[src/rtl/lvhp_ram.sv]
// Generic simple dual-port RAM: one write port, one read port, registered read.
// No dependencies.
module lvhp_ram #(
  parameter int WIDTH = 16,
  parameter int DEPTH = 256
) (
  input  logic                     clk,
  input  logic                     we,
  input  logic [$clog2(DEPTH)-1:0] waddr,
  input  logic [WIDTH-1:0]         wdata,
  input  logic                     re,
  input  logic [$clog2(DEPTH)-1:0] raddr,
  output logic [WIDTH-1:0]         rdata
);

  logic [WIDTH-1:0] mem [DEPTH];

  always_ff @(posedge clk) begin
    if (we) begin
      mem[waddr] <= wdata;
    end
    if (re) begin
      rdata <= mem[raddr];
    end
  end

endmodule

[config.mk]
export PLATFORM = sky130hd
export DESIGN_NAME = lvhp_ram
export DESIGN_NICKNAME = d
export VERILOG_FILES = /design/src/rtl/lvhp_ram.sv
export SDC_FILE = /design/constraint.sdc
export NUM_CORES = 2
export LEC_CHECK = 0
export BUFFER_PORTS_ARGS = -buffer_cell sky130_fd_sc_hd__clkbuf_2
export CORE_MARGIN = 2
export CORE_UTILIZATION = 55
export DETAILED_ROUTE_END_ITERATION = 10
export PLACE_DENSITY = 0.71
export SKIP_LAST_GASP = 1
export SLEW_MARGIN = 10
export SYNTH_ARGS = -nofsm -noshare
export SYNTH_HDL_FRONTEND = slang
export SYNTH_SLANG_ARGS = --single-unit
[constraint.sdc]
create_clock -name clk -period 3.5 [get_ports clk]
set_input_delay 0.175 -clock clk [delete_from_list [all_inputs] [get_ports clk]]
set_output_delay 0.175 -clock clk [all_outputs]
set_load 0.1 [all_outputs]
* Yosys cells after proc, flatten, opt, wreduce, memory -nomap -nowiden
Memory sizes are Yosys's and may differ from the RTL's. A register that Yosys moved wholly into a read port is not among the register bits. Index checks and enable logic that the tools add are counted.
Storage, ports and cells: register bits 0, RAM bits 4096, input port bits 35, output and inout port bits 16, logic and storage cells 3, memories 1
Memory list:
- mem | depth 256, bits a word 16, rd ports 1, clocked after Yosys merged registers in 1, wr ports 1, RTL line 16 | logic [WIDTH-1:0] mem [DEPTH];
Operators by class: mux-type cells 2
Operators by type and width (count):
- $mux W1 | 2

* Depth between registers and ports, before layout
depth in word-level cells 2, depth in mapped cells 12, mapped depth without buffers 6

* Worst setup path before layout
OpenSTA, ideal clock, no wires.
path kind input port to flip-flop, from input raddr[0], to register rdata[4] (read register of mem) (data pin), setup time 0.265 ns, arrival time 2.159 ns, required time 3.235 ns, path slack 1.076 ns, cell stages on the path 8, path buffers 3, cells stage by stage buf_6 > buf_6 > buf_2 > mux4_2 > mux4_2 > a22o_1 > o32ai_2 > nor4_2
RTL lines:
- start, declared | RTL line 12 | input logic [$clog2(DEPTH)-1:0] raddr,
- end, declared | RTL line 13 | output logic [WIDTH-1:0] rdata

==> results.toml <==
[sta]
finClkSkew_ns = 0.0516
fin_crit_sh = 0.971
worstMarginPinSlew_ns = 1.41
final-hold-violation-count = 0
finalCriticalPeriod_ns = 3.40
fmaxAchievable_mhz = 294
max_slew_margin = 0.0598
fin_ws_ns = 0.102
rsz0062_at_grt = "no"
fin_tns_setup_ns = 0
setup_violations = 0
drv_slew = 0

[critical_path]
r2r_setup_slack_ns = 0.30
crit_end = "rdata[1]"
r2r_cells = 6
reg2reg_to = "rdata[1]"
worstPathRequired_ns = 4.26
end_kind = "register"
r2r-start = "mem[113][1]"
arrival_ns = 4.15
worstPathMaxFanout = 26
crit_start = "raddr[0]"
critPathKind = "input pin to register"
startpoint_type = "input pin"

[route]
post_drt_wl_per_cell_um = 34.2
top_layer = "met5"
met1_length_um = 156000
first_pass_iters = 7
wl_met2_um = 196000
viasPerCell = 6.67
wirelength_um = 417000
num_vias = 81300
ant_nets = 0
dr_wl_met3_um = 48800
drtIter0Drc = 12700
remaining_drc_errors = 0

[clocking]
clkTransAtPathRegs_ns = 0.06
cts_made_buffers = 405
clk_latency_ns = 0.98
clock_sinks = 4112
h-tree-depth = 5
clockBufferDepth = 4
cts_root_buffer = "clkbuf_16"
cts_tree = "yes"

[floorplan]
die_y_um = 541
ioPinCount = 51
die_w_um = 541
coreArea_um2 = 288000
num_rows = 197
die_area_um2 = 293000
start_util = 0.552

[power_and_ir_drop]
netSwitchingFraction = 0.216
p_per_area_nw_per_um2 = 568
power.share.clock = 0.418
combPwrFrac = 0.053
ir_drop_mv = 0.455
seq_power_share = 0.530
p_switching_mw = 22.2
p_leak_nw = 58.1
p_int_mw = 80.5

[synthesis]
avgSynthCellArea_um2 = 21.6
synth-edff-count = 4112
synth_top_area_cell = "edfxtp_1"
synth_nets = 7395
yosys-top-cells-area = "edfxtp_1 (78%), mux4_2 (11%), mux2i_1 (3.6%)"
syn-cell-area_um2 = 159000
synth_cell_type_count = 51
yosysMostFrequentCell = "edfxtp_1"
syn_inst = 7360
yosysWarningCount = 0
synthFlopType = "edfxtp_1"
synth-seq-cells = 4112
synth_top_area_frac = 0.777
synth_common_cells = "edfxtp_1 (4112), mux4_2 (797), mux2i_1 (565), nor2_1 (304), o221ai_1 (252)"
async_flop_share = 0
ys_seq_area_frac = 0.777

[global_routing]
grt_start_max_net_pins = 155
track_usage = 0.284
antenna_found_initial = 21
grt_first_pass_wirelength_um = 594000
grt-ovfl-total = 0
first_global_vias = 80500

[placed_design]
hpwl_um = 252000
port_buffers = 50
gp_congestion = 0.921
dpl_worst_slack_ns = -0.727

[flow_run]
drv_cap = 0

[status]
status = "complete, no violations"

[cells_and_area]
final_nets = 8094
drive_above_1_share = 0.263
area_growth_pct = 13.9

[worst_hold_path]
worstHoldPathType = "input pin to register"
==> worst max-delay path: stages <==
cell and delay [ns]:
buf_12 0.23, buf_12 0.23, buf_12 0.23, buf_12 0.27, buf_4 0.24, mux2i_1 0.10, o221ai_1 0.38, o32ai_1 0.23
a22oi_1 0.75, nand4_1 0.78, nor4_1 0.43
==> layer usage <==
metal	global-route usage	vias up
li1	-	32700
met1	0.401	42600
met2	0.437	5198
met3	0.0680	766
met4	0.101	2
met5	0	-
==> how the worst min path moves through the flow <==
stage	startpoint	to	slack (ns)	depth (start not counted)
2_1_floorplan	wdata[0]	mem[0][0]	0.27	0
3_3_place_gp	wdata[4]	mem[180][4]	0.63	1
3_5_place_dp	wdata[4]	mem[182][4]	0.63	1
4_1_cts	waddr[0]	mem[199][15]	0.002	4
5_1_grt	waddr[0]	mem[195][12]	0.06	4
6_report	waddr[0]	mem[199][15]	0.07	4
==> cell type report <==
type	count	area [um^2]
flip-flops and latches	4112	123000
fillers	18800	107000
multi-input cells	2792	32900
clock buffers	496	10500
repair buffers	744	6750
well taps	3781	4730
clock inverters	241	2550
diodes	19	47.5
inverters	4	27.5
==> power groups by stage <==
| stage | clock [mW] | combinational, mW | sequential, mW |
|---|---|---|---|
| after floorplan | 0 | 2.68 | 55.6 |
| after global placement | 0 | 5.23 | 55.4 |
| after detailed placement | 0 | 5.34 | 55.4 |
| after CTS | 43.3 | 5.38 | 54.4 |
| after global routing | 45.2 | 5.63 | 54.4 |
| final | 42.9 | 5.43 | 54.4 |
==> cell usage in the layout (no fill, tap or decap), drive strengths merged, types with 38 or more instances in the layout <==
| cell | Yosys | layout |
|---|---|---|
| o21ai | 38 | 38 |
| edfxtp | 4112 | 4112 |
| nor3 | 92 | 92 |
| buf | 222 | 694 |
| clkbuf | 230 | 526 |
| clkinv | 0 | 182 |
| a22oi | 43 | 43 |
| nor2 | 304 | 304 |
| a21oi | 175 | 175 |
| mux2i | 565 | 565 |
| o22ai | 148 | 148 |
| mux4 | 797 | 797 |
| mux2 | 88 | 88 |
| bufinv | 0 | 38 |
| o221ai | 253 | 253 |
| nand2 | 38 | 38 |
==> flip-flops by register name (all words and copies together) (netlist names) <==
name,cells
rdata,16
mem,4096
==> kinds of logic (layout without fill, tap and decap cells) <==
family	after synthesis	after routing	share of synthesized area
muxes	1450	1450	0.155
other	0	19	0
and+or+nand+nor	556	556	0.0157
AOI/OAI and AO/OA	786	786	0.0353
buffers and inverters	456	1485	0.0169
DFF	4112	4112	0.777
==> stage by stage <==
stage	power (mW)	hold slack [ns]	instances	utilization	area, um^2
finish	103	0.0677	12200	0.629	181000
global placement	60.7	0.628	11400	0.583	168000
global route	105	0.0552	12200	0.629	181000
CTS	103	0.00236	12200	0.629	181000
detailed placement	60.8	0.633	11400	0.583	168000
floorplan	58.2	0.274	7360	-	159000
==> what timing repair did <==
| action | 4_1_cts | 5_1_grt |
|---|---|---|
| setup buffers | 0 | 0 |
| hold endpoints to repair | 1710 | 0 |
| gates resized for setup | 0 | 0 |
| hold buffers | 20 | 0 |
(Power assumes the default switching activity.)
