File: src/rtl/lvhp_pkg.sv
// Shared types and constants for the latency vote histogram picker.
// Used by lvhp_rank and latency_vote_histogram_picker; no dependencies.
package lvhp_pkg;

  localparam int BIN_COUNT_DEF  = 256;
  localparam int VOTE_WIDTH_DEF = 16;

  localparam logic [15:0] CUTOFF_RST   = 16'd160;
  localparam logic [15:0] MIN_VOTES_RST = 16'd10;
  localparam logic [7:0]  MARGIN_RST   = 8'd2;
  localparam logic [7:0]  AVOID_RST    = 8'd0;

  typedef enum logic [1:0] {
    OP_CLEAR  = 2'd0,
    OP_SAMPLE = 2'd1,
    OP_CHECK  = 2'd2,
    OP_FINAL  = 2'd3
  } lvhp_op_t;

  typedef enum logic [1:0] {
    REG_CUTOFF    = 2'd0,
    REG_MIN_VOTES = 2'd1,
    REG_MARGIN    = 2'd2,
    REG_AVOID     = 2'd3
  } lvhp_reg_t;

  typedef enum logic [2:0] {
    ST_CLR,
    ST_IDLE,
    ST_RD,
    ST_WR,
    ST_SCAN,
    ST_DRAIN,
    ST_MUL,
    ST_RESP
  } lvhp_state_t;

  // control from the sequencer to the rank unit
  typedef struct packed {
    logic start;
    logic dvld;
  } lvhp_rank_ctl_t;

endpackage

File: src/rtl/lvhp_rank.sv
// Rank unit: one shared compare step per streamed count, tracks first maximum
// and runner-up, then forms margin * (runner_up + 1). Depends on lvhp_pkg.
module lvhp_rank #(
  parameter int AW = 8,
  parameter int VW = 16
) (
  input  logic                   clk,
  input  logic                   rst,
  input  lvhp_pkg::lvhp_rank_ctl_t ctl,
  input  logic [AW-1:0]          didx,
  input  logic [VW-1:0]          ddata,
  input  logic [7:0]             avoid_bin,
  input  logic [7:0]             ratio_need,
  output logic                   top_valid,
  output logic [VW-1:0]          top,
  output logic [AW-1:0]          top_bin,
  output logic [VW-1:0]          second,
  output logic [VW+8:0]          prod
);

  logic          sec_valid;
  logic [VW-1:0] sec_raw;
  logic          take;

  assign take   = ctl.dvld && (32'(didx) != 32'(avoid_bin));
  assign second = sec_valid ? sec_raw : '0;

  always_ff @(posedge clk) begin
    if (rst || ctl.start) begin
      top_valid <= 1'b0;
      sec_valid <= 1'b0;
    end else if (take) begin
      if (!top_valid || ddata > top) begin
        sec_raw   <= top;
        sec_valid <= top_valid;
        top       <= ddata;
        top_bin   <= didx;
        top_valid <= 1'b1;
      end else if (!sec_valid || ddata > sec_raw) begin
        sec_raw   <= ddata;
        sec_valid <= 1'b1;
      end
    end
  end

  // floor(top/(second+1)) >= margin  <=>  top >= margin*(second+1)
  always_ff @(posedge clk) begin
    prod <= (VW+9)'(ratio_need) * (VW+9)'({1'b0, second} + (VW+1)'(1));
  end

endmodule

File: config.mk
export PLATFORM = sky130hd
export DESIGN_NAME = lvhp_rank
export DESIGN_NICKNAME = d
export VERILOG_FILES = /design/src/rtl/lvhp_pkg.sv /design/src/rtl/lvhp_rank.sv
export SDC_FILE = /design/constraint.sdc
export NUM_CORES = 1
export LEC_CHECK = 0
export BUFFER_PORTS_ARGS = -buffer_cell sky130_fd_sc_hd__buf_2
export CAP_MARGIN = 0
export CORE_UTILIZATION = 51
export CTS_CLUSTER_DIAMETER = 50
export CTS_CLUSTER_SIZE = 10
export DETAILED_ROUTE_END_ITERATION = 8
export PLACE_DENSITY = 0.84
export SLEW_MARGIN = 25
export SYNTH_ARGS = -nofsm -noshare
export SYNTH_HDL_FRONTEND = slang
export SYNTH_SLANG_ARGS = --single-unit
File: constraint.sdc
create_clock -name clk -period 8.3 [get_ports clk]
set_clock_uncertainty 0.05 [all_clocks]
set_input_delay 0.83 -clock clk [delete_from_list [all_inputs] [get_ports clk]]
set_output_delay 0.83 -clock clk [all_outputs]
set_load 0.03 [all_outputs]
# [Word-level counts from Yosys, hierarchy flattened]
# Index checks and enable logic that the tools add are counted.
[op_classes] n_addsub=1 mul=1 n_lt_le_gt_ge=2 n_eq_ne=1 mux=5 n_bitwise=1 n_reduce_logical=11
[ops] cell="two-way mux 16 bit" n=3
[ops] cell="greater-than comparator 16 bit" n=2
[ops] cell="multiplier 8 x 17 -> 25 bit" n=1
[ops] cell="adder 16 x 1 -> 17 bit, second input constant" n=1
[ops] cell="inequality test 8 bit" n=1
[ops] cell="AND reduction 3 bit" n=2
[ops] cell="AND reduction 2 bit" n=2
[ops] cell="logical OR 1 bit" n=3
[ops] cell="zero test 1 bit" n=2
[ops] cell="two-way mux 1 bit" n=2
[ops] cell="nonzero test 2 bit" n=1
[ops] cell="logical AND 1 bit" n=1
[ops] cell="inverter 1 bit" n=1
[word_totals] ff_bits=67 input_bits=44 out_inout_bits=66

# [Longest topological paths before layout]
[depth] word_depth=4 mapped_depth=24 depth_no_buf=22

# [Least setup slack after synthesis]
# OpenSTA, ideal clock, no wires.
[synth_timing] path_kind="register to register" start="reg sec_valid" end="reg prod[21]" setup_time_ns=0.079 t_arrival_ns=6.432 path_slack_ns=1.739 stages_incl_launch_ff=22 path_cell_list="dfxtp_1 inv_1 clkbuf_1 nor2_1 ha_1 nand4_2 or3_1 or2_4 nor4_4 xnor2_1 and3_1 fa_1 fa_1 fa_1 inv_1 fa_1 inv_1 ha_1 a21o_1 and2_1 or4b_2 o211ai_1"
[synth_between] elab_chain_cells=3
[synth_rtl] item="start, declared" line="lvhp_rank.sv:21" rtl="logic sec_valid;"
[synth_rtl] item="start signal, assigned" line="lvhp_rank.sv:35" rtl="sec_valid <= top_valid;"
[synth_rtl] item="two-way mux 16 bit" line="lvhp_rank.sv:26" rtl="assign second = sec_valid ? sec_raw : '0;"
[synth_rtl] item="via second[1]" line="lvhp_rank.sv:17" rtl="output logic [VW-1:0] second,"
[synth_rtl] item="adder 16 x 1 -> 17 bit" line="lvhp_rank.sv:48" rtl="prod <= (VW+9)'(ratio_need) * (VW+9)'({1'b0, second} + (VW+1)'(1));"
[synth_rtl] item="multiplier 8 x 17 -> 25 bit" line="lvhp_rank.sv:48"
[synth_rtl] item="end signal, assigned" line="lvhp_rank.sv:48"
[synth_rtl] item="end, declared" line="lvhp_rank.sv:18" rtl="output logic [VW+8:0] prod"
# The timed path passes the listed nets, and every way through them passes these cells.
# A chain may end at the register's enable or synchronous reset.

# [Worst setup path after layout]
[layout_timing] start="reg sec_valid" end="reg prod[21]"
[layout_between] elab_chain_cells=3
[layout_rtl] item="two-way mux 16 bit" line="lvhp_rank.sv:26"
[layout_rtl] item="adder 16 x 1 -> 17 bit" line="lvhp_rank.sv:48"
[layout_rtl] item="multiplier 8 x 17 -> 25 bit" line="lvhp_rank.sv:48"
# No other way between the ends.

==> metrics.yaml <==
outcome: "completed"
worst_pin_slew_ns: 0.749
placed_cells: 1089
core_um2: 14600
dr.first_iter.drc_count: 291
hold_slack_ns: 0.546
cts.path.max_buffers: 2
final_max_slew_viol_count: 0
dieArea_um2: 15600
drc: 0
seq_area_um2: 1740
synth_edf_count: 40
whs_endpoint: "top_valid"
grt_antenna_before_repair: 0
hold_depth: 2
clk_pin_slew_worst_paths_ns: 0.06
num_rows: 44
cp_max_fo: 11
relSlewSlack: 0.500
cts_max_level: 3
nets: 1128
period_needed_ns: 6.58
async_flop_share: 0
insertion_delay_ns: 0.35
final-setup-viol-count: 0
r2r_slack_ns: 1.72
drive_gt1_frac: 0.163
cts-root-buf: "clkbuf_16"
syn-cell-area_um2: 7680
io_buffers: 109
clock_sinks: 67
cp.required_ns: 8.47
wl_per_cell_um: 15.3
cts_setup_buffers: 0
antenna_left: 0
io_pins: 110
crit_type: "reg2reg"
cts_buffers: 9
final-hold-violation-count: 0
rsz0062_at_grt: "false"
min-delay-start: "top_valid"
tritoncts: "built"
ys_types: 49
instances_no_fill: 1105
die_h_um: 125
fin_area_um2: 8700
synth-seq-cells: 67
grt_first_pass_wirelength_mm: 28.8
gr-total-overflow: 0
vias: 5964
power.switching_mw: 0.257
die_width_um: 125
grt_usage: 0.230
areaGrowthSynthToFinish_pct: 13.3
share_comb_of_total_power: 0.160
synth_nets: 1025
ys_warn_count: 0
clockPowerShare: 0.430
ys_seq_area_frac: 0.227
diodes: 0
swShare: 0.281
dp_hpwl_mm: 13.8
finalPower_mw: 0.915
drv_cap: 0
ff2ff_path_depth: 20
worstReg2RegEnd: "prod[21]"
r2r_start: "sec_valid"
wirelength_mm: 16.9
final.period_utilization: 0.793
vdd_drop_max_mv: 0.121
power_density_nw_per_um2: 105
worstPathArrival_ns: 6.76
p_seq_frac: 0.410
hold_path.class: "reg2reg"
power.internal_mw: 0.658
start_util: 0.527
gp_congestion: 0.884
grt_max_degree: 36
viasPerCell: 5.40
synthCells: 813
cp-end-kind: "flop"
grt_pass1_vias: 6201
ys.flop_type: "edfxtp_1"
fmax_mhz: 152
fin_setup_tns_ns: 0
syn_area_per_cell_um2: 9.45
ctsHoldBuffers: 0
start_kind: "flop"
firstDrtPassIters: 5
place_area_um2: 8400
cts_resized: 0
p_leak_nw: 4.51
multi_input_area_um2: 5320
fillers: 1228
## registers in the layout, indices dropped and copies added (netlist names)
signal / count
top_valid: 1
top_bin: 8
top: 16
sec_valid: 1
prod: 25
sec_raw: 16
## metal layers
metal	wire, um	vias to the layer above	track usage	share of wire
met5	0	-	0	0
met4	473	0	0.101	0.028
met3	1080	40	0.0507	0.064
met2	8020	208	0.378	0.48
met1	7280	2856	0.290	0.43
li1	-	2860	-	-
## cells in the final DEF, fill, tap and decap left out, types with 2 or more instances in the layout
cell       netlist  final
nand2_1         47     47
a21oi_1         30     30
a31oi_1          2      2
clkinv_4         0      3
buf_2            2    109
nor2_1          39     39
o211ai_1         5      5
a211oi_1         8      8
a21o_1           8      8
and2_1          73     72
ha_1            78     78
xnor2_1         25     25
o22ai_1          2      2
clkbuf_16        0      9
or3_1            3      3
nor3b_1          2      2
nor2b_1         20     20
nand3_1         15     15
fa_1            90     90
and3_1          34     34
o41ai_1          2      2
o21a_1           5      5
or2_2            2      2
nor4_1           3      3
mux2_2          16     16
inv_1          146    146
nand4_1          8      8
buf_4            0      2
dfxtp_1         27     27
o2111ai_1        3      3
nor3_1          13     13
o21ai_0         21     21
xor2_1          10     10
edfxtp_1        40     40
nand2b_1         2      2
## critical path: stages (launching register included)
cell       delay [ns]
dfxtp_1          0.43
nand2_1          0.28
inv_1            0.17
ha_1             0.21
nand4_2          0.14
or3_1            0.44
or2_4            0.27
nor4_4           0.25
xnor2_1          0.33
and3_1           0.27
fa_1             0.45
fa_1             0.50
fa_1             0.55
inv_1            0.05
fa_1             0.52
inv_1            0.04
ha_1             0.37
o2111ai_1        0.19
a2111oi_1        0.64
or2_2            0.24
o211ai_1         0.09
## kinds of logic (layout without fill, tap and decap cells)
logic type                 count (synthesis)  after routing  share of synthesized area
xor gates and xnor gates                  35             35                     0.0399
adders and majority gates                168            168                      0.362
muxes                                     17             17                     0.0248
AOI/OAI and AO/OA                         94             94                     0.0767
DFF                                       67             67                      0.227
and+or+nand+nor                          267            267                      0.189
buffers and inverters                    165            273                     0.0810
## cell type report
class                           instances  share of cell area
Clock inverter                          6             0.00863
Clock buffer                           10              0.0263
Sequential cell                        67               0.200
Timing Repair Buffer                  111              0.0644
Inverter                              146              0.0630
Tap cell                              184              0.0265
Multi-Input combinational cell        581               0.611
## per-stage QoR
step                      utilization  setup slack, ns
after detailed placement        0.576             1.75
after floorplan                     -             1.74
after CTS                       0.596             1.73
after global placement          0.576             1.86
after global routing            0.597             1.28
final                           0.597             1.72
## worst max-delay path by stage
stage / slack (ns) / endpoint / start / depth (start not counted)
after floorplan: 1.74 / prod[21] / sec_valid / 21
after global placement: 1.86 / prod[22] / sec_valid / 22
after detailed placement: 1.75 / prod[22] / sec_valid / 22
after CTS: 1.73 / prod[22] / sec_valid / 22
after global routing: 1.28 / prod[23] / sec_valid / 20
final: 1.72 / prod[21] / sec_valid / 20
## power by group through the flow
stage	sequential [mW]	clock (mW)	combinational (mW)
finish	0.375	0.394	0.146
global route	0.377	0.415	0.164
CTS	0.375	0.400	0.147
detailed placement	0.382	0	0.146
global placement	0.382	0	0.141
floorplan	0.400	0	0.0781
## Yosys cell counts, drive strengths merged (2+ instances only)
cell type	instances	share of area
xnor2	25	0.029
nor4	4	0.0052
a21oi	30	0.020
and3	34	0.028
o21ai	21	0.014
dfxtp	27	0.070
o2111ai	3	0.0034
o22ai	2	0.0016
buf	4	0.0023
nand2b	2	0.0016
mux2	16	0.023
inv	146	0.071
or2	3	0.0028
fa	90	0.23
nor3b	2	0.0020
nand3	15	0.0098
o211ai	5	0.0049
nand2	47	0.023
or3	3	0.0024
ha	78	0.13
clkbuf	15	0.0073
nor2	39	0.019
nand4	9	0.0081
xor2	10	0.011
o41ai	2	0.0023
a211oi	8	0.0078
a31oi	2	0.0016
edfxtp	40	0.16
o21a	5	0.0049
nor3	13	0.0085
a2111oi	2	0.0024
and2	73	0.059
nor2b	20	0.016
a21o	8	0.0078
Power figures use the tool's default switching activity.
